--- config.mk ---
export PLATFORM = sky130hd
export DESIGN_NAME = time_ordered_event_queue_unit
export DESIGN_NICKNAME = d
export VERILOG_FILES = /design/src/design/teoq_pkg.sv /design/src/design/time_ordered_event_queue_unit.sv /design/src/design/teoq_cell.sv
export SDC_FILE = /design/constraint.sdc
export NUM_CORES = 2
export LEC_CHECK = 0
export BUFFER_PORTS_ARGS = -buffer_cell sky130_fd_sc_hd__buf_4
export CAP_MARGIN = 25
export CORE_MARGIN = 1
export CORE_UTILIZATION = 50
export DETAILED_ROUTE_END_ITERATION = 10
export MAX_ROUTING_LAYER = met4
export PLACE_DENSITY_LB_ADDON = 0.25
export SLEW_MARGIN = 0
export SYNTH_ARGS = -nofsm -noshare
export SYNTH_HDL_FRONTEND = slang
export SYNTH_HIERARCHICAL = 1
export SYNTH_SLANG_ARGS = --single-unit
--- constraint.sdc ---
create_clock -name clk -period 4.3 [get_ports clk]
set_input_delay 0.86 -clock clk [delete_from_list [all_inputs] [get_ports clk]]
set_output_delay 0.86 -clock clk [all_outputs]
set_load 0.05 [all_outputs]
--- src/design/teoq_pkg.sv ---
// ----------------------------------------------------------------------------
// Time-ordered event queue package
// Sizes, payload structs, status codes and the control struct shared by the
// queue cells and the top level.
// ----------------------------------------------------------------------------
package teoq_pkg;

	localparam int DEPTH    = 16;
	localparam int TAG_BITS = 16;

	// Width of the tag field on the ports.
	localparam int TAG_FIELD_W = 16;
	localparam int TIME_W      = 32;

	// Only the low bits of the tag that both the port and the storage allow are kept.
	localparam int TAG_W = (TAG_BITS < TAG_FIELD_W) ? TAG_BITS : TAG_FIELD_W;

	// The occupancy counter holds 0..DEPTH.
	localparam int CNT_W = $clog2(DEPTH + 1);

	localparam logic OP_INSERT = 1'b0;
	localparam logic OP_POP    = 1'b1;

	typedef enum logic [1:0] {
		ST_INSERTED = 2'd0,
		ST_RETURNED = 2'd1,
		ST_EMPTY    = 2'd2,
		ST_DROPPED  = 2'd3
	} status_t;

	typedef struct packed {
		logic                   opcode;
		logic [TIME_W-1:0]      event_time;
		logic [TAG_FIELD_W-1:0] event_tag;
	} evt_item_t;

	typedef struct packed {
		status_t                status;
		logic [TIME_W-1:0]      out_time;
		logic [TAG_FIELD_W-1:0] out_tag;
	} res_item_t;

	// Contents of one queue slot.
	typedef struct packed {
		logic [TIME_W-1:0] time_v;
		logic [TAG_W-1:0]  tag;
	} slot_t;

	// Broadcast to every cell in the cycle of a transfer.
	typedef struct packed {
		logic  ins;
		logic  pop;
		slot_t item;
	} cell_ctrl_t;

endpackage

--- src/design/time_ordered_event_queue_unit.sv ---
// ----------------------------------------------------------------------------
// Time-ordered event queue unit
// Event calendar kept as a time-sorted row of slot cells, earliest at the head.
// ----------------------------------------------------------------------------
// The queue takes one insert or pop per clock and returns exactly one result
// for each, in the next cycle, through a result register. An insert
// goes before the head when it is strictly earlier, behind the head when the
// head is the only event held, and otherwise just before the first event after
// the head whose time is not earlier, so a new event lands in front of events
// of equal time other than the head. When all DEPTH slots are held the insert
// is dropped with status dropped. A pop returns the head or reports empty. Each
// cell compares its own time against the new event and shifts with its
// neighbor in the same cycle, so the rate is set only by the result
// register: a new item is taken whenever the result slot is free or is being
// taken. Slots need no clearing after reset; only occ_q and res_valid_q reset.
module time_ordered_event_queue_unit
	import teoq_pkg::*;
(
	input  logic      clk,
	input  logic      arst_n,
	input  logic      evt_valid,
	output logic      evt_ready,
	input  evt_item_t evt,
	output logic      res_valid,
	input  logic      res_ready,
	output res_item_t res
);

	logic [CNT_W-1:0] occ_q;
	logic             res_valid_q;
	res_item_t        res_q;

	logic       evt_fire;
	logic       full;
	logic       empty;
	cell_ctrl_t ctrl;
	res_item_t  res_next;

	slot_t            slots [DEPTH];
	logic [DEPTH-1:0] flags;
	logic [DEPTH-1:0] cell_valid;

	assign evt_ready = !res_valid_q || res_ready;
	assign evt_fire  = evt_valid && evt_ready;
	assign full      = (occ_q == CNT_W'(DEPTH));
	assign empty     = (occ_q == '0);

	always_comb begin
		ctrl.ins         = evt_fire && (evt.opcode == OP_INSERT) && !full;
		ctrl.pop         = evt_fire && (evt.opcode == OP_POP) && !empty;
		ctrl.item.time_v = evt.event_time;
		ctrl.item.tag    = evt.event_tag[TAG_W-1:0];
	end

	genvar i;
	generate
		for (i = 0; i < DEPTH; i++) begin : g_cell
			slot_t lower;
			logic  lower_flag;
			slot_t upper;

			assign cell_valid[i] = (CNT_W'(i) < occ_q);

			if (i == 0) begin : g_first
				assign lower      = '0;
				assign lower_flag = 1'b0;
			end else begin : g_rest
				assign lower      = slots[i-1];
				assign lower_flag = flags[i-1];
			end

			if (i == DEPTH - 1) begin : g_last
				assign upper = '0;
			end else begin : g_inner
				assign upper = slots[i+1];
			end

			teoq_cell u_cell (
				.clk        (clk),
				.ctrl       (ctrl),
				.head       (i == 0),
				.valid      (cell_valid[i]),
				.lower      (lower),
				.lower_flag (lower_flag),
				.upper      (upper),
				.slot       (slots[i]),
				.flag       (flags[i])
			);
		end
	endgenerate

	always_comb begin
		res_next = '0;
		if (evt.opcode == OP_INSERT) begin
			res_next.status = full ? ST_DROPPED : ST_INSERTED;
		end else if (empty) begin
			res_next.status = ST_EMPTY;
		end else begin
			res_next.status   = ST_RETURNED;
			res_next.out_time = slots[0].time_v;
			res_next.out_tag  = TAG_FIELD_W'(slots[0].tag);
		end
	end

	always_ff @(posedge clk or negedge arst_n) begin
		if (!arst_n) begin
			occ_q       <= '0;
			res_valid_q <= 1'b0;
		end else begin
			if (ctrl.ins) begin
				occ_q <= occ_q + CNT_W'(1);
			end else if (ctrl.pop) begin
				occ_q <= occ_q - CNT_W'(1);
			end
			if (evt_fire) begin
				res_valid_q <= 1'b1;
			end else if (res_ready) begin
				res_valid_q <= 1'b0;
			end
		end
	end

	always_ff @(posedge clk) begin
		if (evt_fire) begin
			res_q <= res_next;
		end
	end

	assign res_valid = res_valid_q;
	assign res       = res_q;

endmodule

--- src/design/teoq_cell.sv ---
// ----------------------------------------------------------------------------
// Time-ordered event queue cell
// Holds one slot of the sorted queue. On an insert it keeps its event, takes
// the new event or takes its lower neighbor's event; on a pop it takes its
// upper neighbor's event.
// ----------------------------------------------------------------------------
module teoq_cell
	import teoq_pkg::*;
(
	input  logic       clk,
	input  cell_ctrl_t ctrl,
	input  logic       head,
	input  logic       valid,
	input  slot_t      lower,
	input  logic       lower_flag,
	input  slot_t      upper,
	output slot_t      slot,
	output logic       flag
);

	slot_t slot_q;

	// The flag is high when the new event belongs at this slot or below it.
	// Since the queue stays sorted, a local compare is enough: the head flags
	// a strictly earlier event, any other held slot flags an event that is not
	// later than its own, and an empty slot always flags.
	always_comb begin
		if (!valid) begin
			flag = 1'b1;
		end else if (head) begin
			flag = (ctrl.item.time_v < slot_q.time_v);
		end else begin
			flag = !(slot_q.time_v < ctrl.item.time_v);
		end
	end

	always_ff @(posedge clk) begin
		if (ctrl.pop) begin
			slot_q <= upper;
		end else if (ctrl.ins) begin
			if (lower_flag) begin
				slot_q <= lower;
			end else if (flag) begin
				slot_q <= ctrl.item;
			end
		end
	end

	assign slot = slot_q;

endmodule

**Word-level counts from Yosys, hierarchy flattened**

Cells that the tools add are included.
W data, S select, Z words.

- Add/sub/neg operators: 2
- Magnitude comparators: 32
- Equal/unequal tests: 1
- Multiplexer cells: 84
- Bitwise operators: 1
- Reduce and logical (&&, ||, !) cells: 60

Operator list:

| cell | count |
|---|---|
| $mux W48 | 61 |
| $lt A32 B32 Y1 | 16 |
| $reduce_bool A3 Y1 | 14 |
| $lt A4 B5 Y1 const A | 8 |
| $reduce_and A2 Y1 | 16 |
| $lt A3 B5 Y1 const A | 4 |
| $logic_not A1 Y1 | 18 |
| $mux W1 | 18 |
| $lt A1 B5 Y1 const A | 2 |
| $lt A2 B5 Y1 const A | 2 |
| $mux W5 | 2 |
| $reduce_bool A2 Y1 | 4 |
| $mux W2 | 3 |
| $add A5 B1 Y5 const B | 1 |
| $eq A5 B5 Y1 const B | 1 |
| $logic_and A1 B1 Y1 | 5 |
| $logic_not A5 Y1 | 1 |
| $sub A5 B1 Y5 const B | 1 |
| $reduce_or A2 Y1 | 1 |
| $logic_or A1 B1 Y1 | 1 |
| $not A1 Y1 | 1 |

- Register bits after elaboration: 824
- Input port bits: 53
- Output and inout port bits: 52
- Word-level logic and storage cells: 217

**Depth between registers and ports, before layout**

- Depth in word-level cells: 7
- Gate-level depth with buffers: 12

**By module**

Netlist, hierarchy kept.

By module, submodules not included:

| module | instances | cells each | area each (µm²) | sequential area each (µm²) |
|---|---|---|---|---|
| teoq_cell | 16 | 328 | 3255.6 | 1441.4 |
| time_ordered_event_queue_unit | 1 | 183 | 2436.1 | 1651.6 |

**Worst setup path before layout**

OpenSTA, ideal clock, no wires.

- Path type: input port to flip-flop
- Start: in res_ready
- End: reg g_cell[0].u_cell.slot_q (netlist bit g_cell[0].u_cell/slot[0]), enable pin
- Setup time: 409 ps
- Arrival time: 4382 ps
- Data required time: 3891 ps
- Path slack: -491 ps
- Cell stages on the path: 5
- Path buffers: 0
- Cell sequence: nand2b_1 > nand2_1 > inv_1 > and2_1 > o22a_1

RTL lines:

| element | line | source |
|---|---|---|
| start, declared | time_ordered_event_queue_unit.sv:25 | `input logic res_ready,` |
| end signal, assigned | teoq_cell.sv:39 | `slot_q <= upper;` |
| end signal, assigned | teoq_cell.sv:42 | `slot_q <= lower;` |
| end signal, assigned | teoq_cell.sv:44 | `slot_q <= ctrl.item;` |
| end, declared | teoq_cell.sv:21 | `slot_t slot_q;` |

==> run_results.csv <==
group,metric,value,unit
power,ir_drop,334,µV
floorplanning,placementRows,120,
clock_network,cts.path.max_buffers,3,
synthesis,synth_top_flop_cell,"edfxtp_1",
final_layout,drive_above_1_share,8.33,%
hold_path,min_delay_path_depth,2,
sta,fin_crit,3.55,ns
route,drc_errors,0,
synthesis,synth_edf_count,818,
clock_network,cts_resized,0,
run,cap_violations,0,
synthesis,synth-seq-cells,824,
global_route,grt_antenna_before_repair,1,
synthesis,syn_inst,5431,
synthesis,synth_top_area_share,45.0,%
power,p_int,0.0213,W
sta,tightest_slew,0.872,ns
global_route,grt_pass1_wl,222,mm
sta,fin_crit_sh,82.5,%
route,viasPerCell,5.79,
sta,setup_viol,0,
place,gp_congestion,0.889,
power,swShare,35.9,%
power,power.total,0.0333,W
floorplanning,fp.dieArea,110000,µm²
clock_network,postCtsSetupBuffers,0,
worst_setup_path,cpMaxStageDelayCell,"nor2_4",
sta,rsz0062_at_grt,"no",
worst_setup_path,crit_top_cell,"o21ai_0",
global_route,grt.total_usage,25.6,%
clock_network,postCtsHoldBufs,1,
route,final_antenna_net_count,0,
clock_network,root_buffer,"clkbuf_16",
sta,slew_viol_final,0,
power,pwr_density_cell,546,nW/µm²
worst_setup_path,reg2reg_setup_slack,0.75,ns
worst_setup_path,slowest_delay,0.67,ns
power,clockPowerShare,22.9,%
global_route,grt_max_degree,115,
clock_network,cts_made_buffers,94,
sta,max_freq,0.282,GHz
route,wl_per_cell,19.6,µm
floorplanning,start_util,50.6,%
synthesis,yosys.area.top_type,"edfxtp_1",
power,p_comb_share,37.2,%
worst_setup_path,worst_ep_required_time,4.71,ns
worst_setup_path,cp-end-kind,"flip-flop",
place,dp_hpwl,100,mm
floorplanning,core_region_area,108000,µm²
global_route,overflow,0,
hold_path,whs_endpoint,"res_valid$_DFFE_PN0P_",
final_layout,layout_common_cells,"nand2_1 (935), o21ai_0 (825), edfxtp_1 (818)",
worst_setup_path,worstSetupStartpointType,"flip-flop",
clock_network,cts_tree,"done",
route,wl,139,mm
clock_network,htree_levels,3,
worst_setup_path,reg2reg_to,"g_cell[4].u_cell/slot[9]$_DFFE_PP_",
place,port_buffers,104,
worst_setup_path,timing.rr.start,"occ_q[0]$_DFFE_PN0P_",
worst_setup_path,worstPathMaxFanout,112,
worst_setup_path,reg2reg_depth,8,
route,drtIter0Drc,3089,
final_layout,layout_commonest_cell,"nand2_1",
synthesis,synth_area_leaders,"edfxtp_1 (45%), mux2i_1 (14%), ha_1 (12%)",
route,via_count,40900,
power,p_leak,25.8,nW
hold_path,hp-class,"primary input to flip-flop",
synthesis,synth_cell_types,45,
global_route,grt_pass1_vias,41300,
final_layout,areaGrowthSynthToFinish,11.7,%
floorplanning,ios,105,
floorplanning,die_x,332,µm
synthesis,synth_area,54500,µm²
synthesis,yosysSeqAreaShare,45.3,%
sta,hold_viol_final,0,
worst_setup_path,critPathArrivalTime,3.96,ns
clock_network,cts_sinks,824,
power,p_sw,0.0119,W
sta,setup_tns,0,ns
sta,skew,0.0214,ns
clock_network,clkTransAtPathRegs,0.06,ns
final_layout,final_nets,6157,
synthesis,syn_area_per_cell,10.0,µm²
run_status,status,"complete, no violations",
synthesis,yosys_warnings,6,
sta,max_slew_margin,41.9,%
hold_path,min-delay-start,"evt_valid",
synthesis,async_flop_share,0.728,%
power,power_frac_seq,39.9,%
clock_network,clock_latency,0.69,ns
worst_setup_path,critPathKind,"flip-flop to flip-flop",
floorplanning,die_y,332,µm
worst_setup_path,path_cells,"inv_1, ha_1, or3b_1, o21ai_0, nor2_4, buf_4, buf_12, o21ai_0",
route,dr.pass1.iters,6,
[sequential cells by signal, summed over array words and instances, names as in the netlist]
signal	cells
g_cell.u_cell/slot	768
occ_q	5
res_valid	1
res	50
[Yosys cell counts, types with 48 or more instances]
library cell,n
nor2_1,53
o211ai_1,49
clkbuf_1,202
a211oi_1,48
nand3_1,49
ha_1,516
edfxtp_1,818
inv_1,519
o21ai_0,825
and2_1,49
a21oi_1,178
buf_2,49
nand4_1,96
mux2i_1,768
nand2_1,935
[power by group through the flow]
stage | clock [W] | sequential [W] | combinational (W)
6_report | 0.00763 | 0.0133 | 0.0124
5_1_grt | 0.00806 | 0.0135 | 0.0136
4_1_cts | 0.00778 | 0.0133 | 0.0123
3_5_place_dp | 0 | 0.0134 | 0.0123
3_3_place_gp | 0 | 0.0134 | 0.0118
2_1_floorplan | 0 | 0.0129 | 0.00890
[routing by layer]
metal,global-route usage [%],wire (µm),vias to the layer above
met2,43.2,68800,920
li1,-,-,19800
met1,32.8,60300,20000
met5,-,0,-
met3,2.95,6820,193
met4,5.95,2700,0
[how the worst max path moves through the flow]
stage                          from                                  end  slack, ns  depth (start not counted)
3_5_place_dp                evt[31]  g_cell[13].u_cell/slot[2]$_DFFE_PP_       0.29                         12
2_1_floorplan             res_ready   g_cell[0].u_cell/slot[0]$_DFFE_PP_       0.01                          5
4_1_cts        occ_q[0]$_DFFE_PN0P_   g_cell[0].u_cell/slot[8]$_DFFE_PP_       0.76                          8
6_report       occ_q[0]$_DFFE_PN0P_   g_cell[4].u_cell/slot[9]$_DFFE_PP_       0.75                          8
5_1_grt        occ_q[0]$_DFFE_PN0P_   g_cell[2].u_cell/slot[6]$_DFFE_PP_       0.51                          8
3_3_place_gp                evt[31]  g_cell[13].u_cell/slot[2]$_DFFE_PP_       0.35                         12
[cells by family after synthesis]
family	synth area share, %
buffers and inverters	5.65
and+or+nand+nor	10.5
DFF	45.3
other	0.0138
adders and majority gates	11.8
muxes	14.1
AOI/OAI and AO/OA	12.5
xor gates and xnor gates	0.0642
[area by class of cell]
type | count | area (µm²)
fillers | 9360 | 46800
diodes | 1 | 2.50
multi-input cells | 3915 | 27200
repair buffers | 234 | 2460
well taps | 1403 | 1760
clock buffers | 117 | 2440
clock inverters | 54 | 408
flip-flops and latches | 824 | 24700
inverters | 519 | 1950
[stage by stage]
stage / worst slack, ns / utilization [%] / hold WS, ns / cell area, µm² / instances
final: 0.750 / 56.6 / 0.400 / 60900 / 7067
after global routing: 0.507 / 56.6 / 0.380 / 60900 / 7067
after CTS: 0.759 / 56.6 / 0.367 / 60900 / 7066
after detailed placement: 0.293 / 53.9 / 0.520 / 58000 / 6894
after global placement: 0.347 / 53.9 / 0.503 / 58000 / 6894
after floorplan: 0.0103 / - / 0.500 / 55000 / 5542
[critical path: cells and delay by family (launching register included)]
family	cells	cell delay, ns
AOI/OAI and AO/OA	2	0.41
buffers and inverters	3	0.97
DFF	1	0.58
and+or+nand+nor	2	0.97
adders and majority gates	1	0.26
No activity file was read; power rests on OpenSTA's default activity.
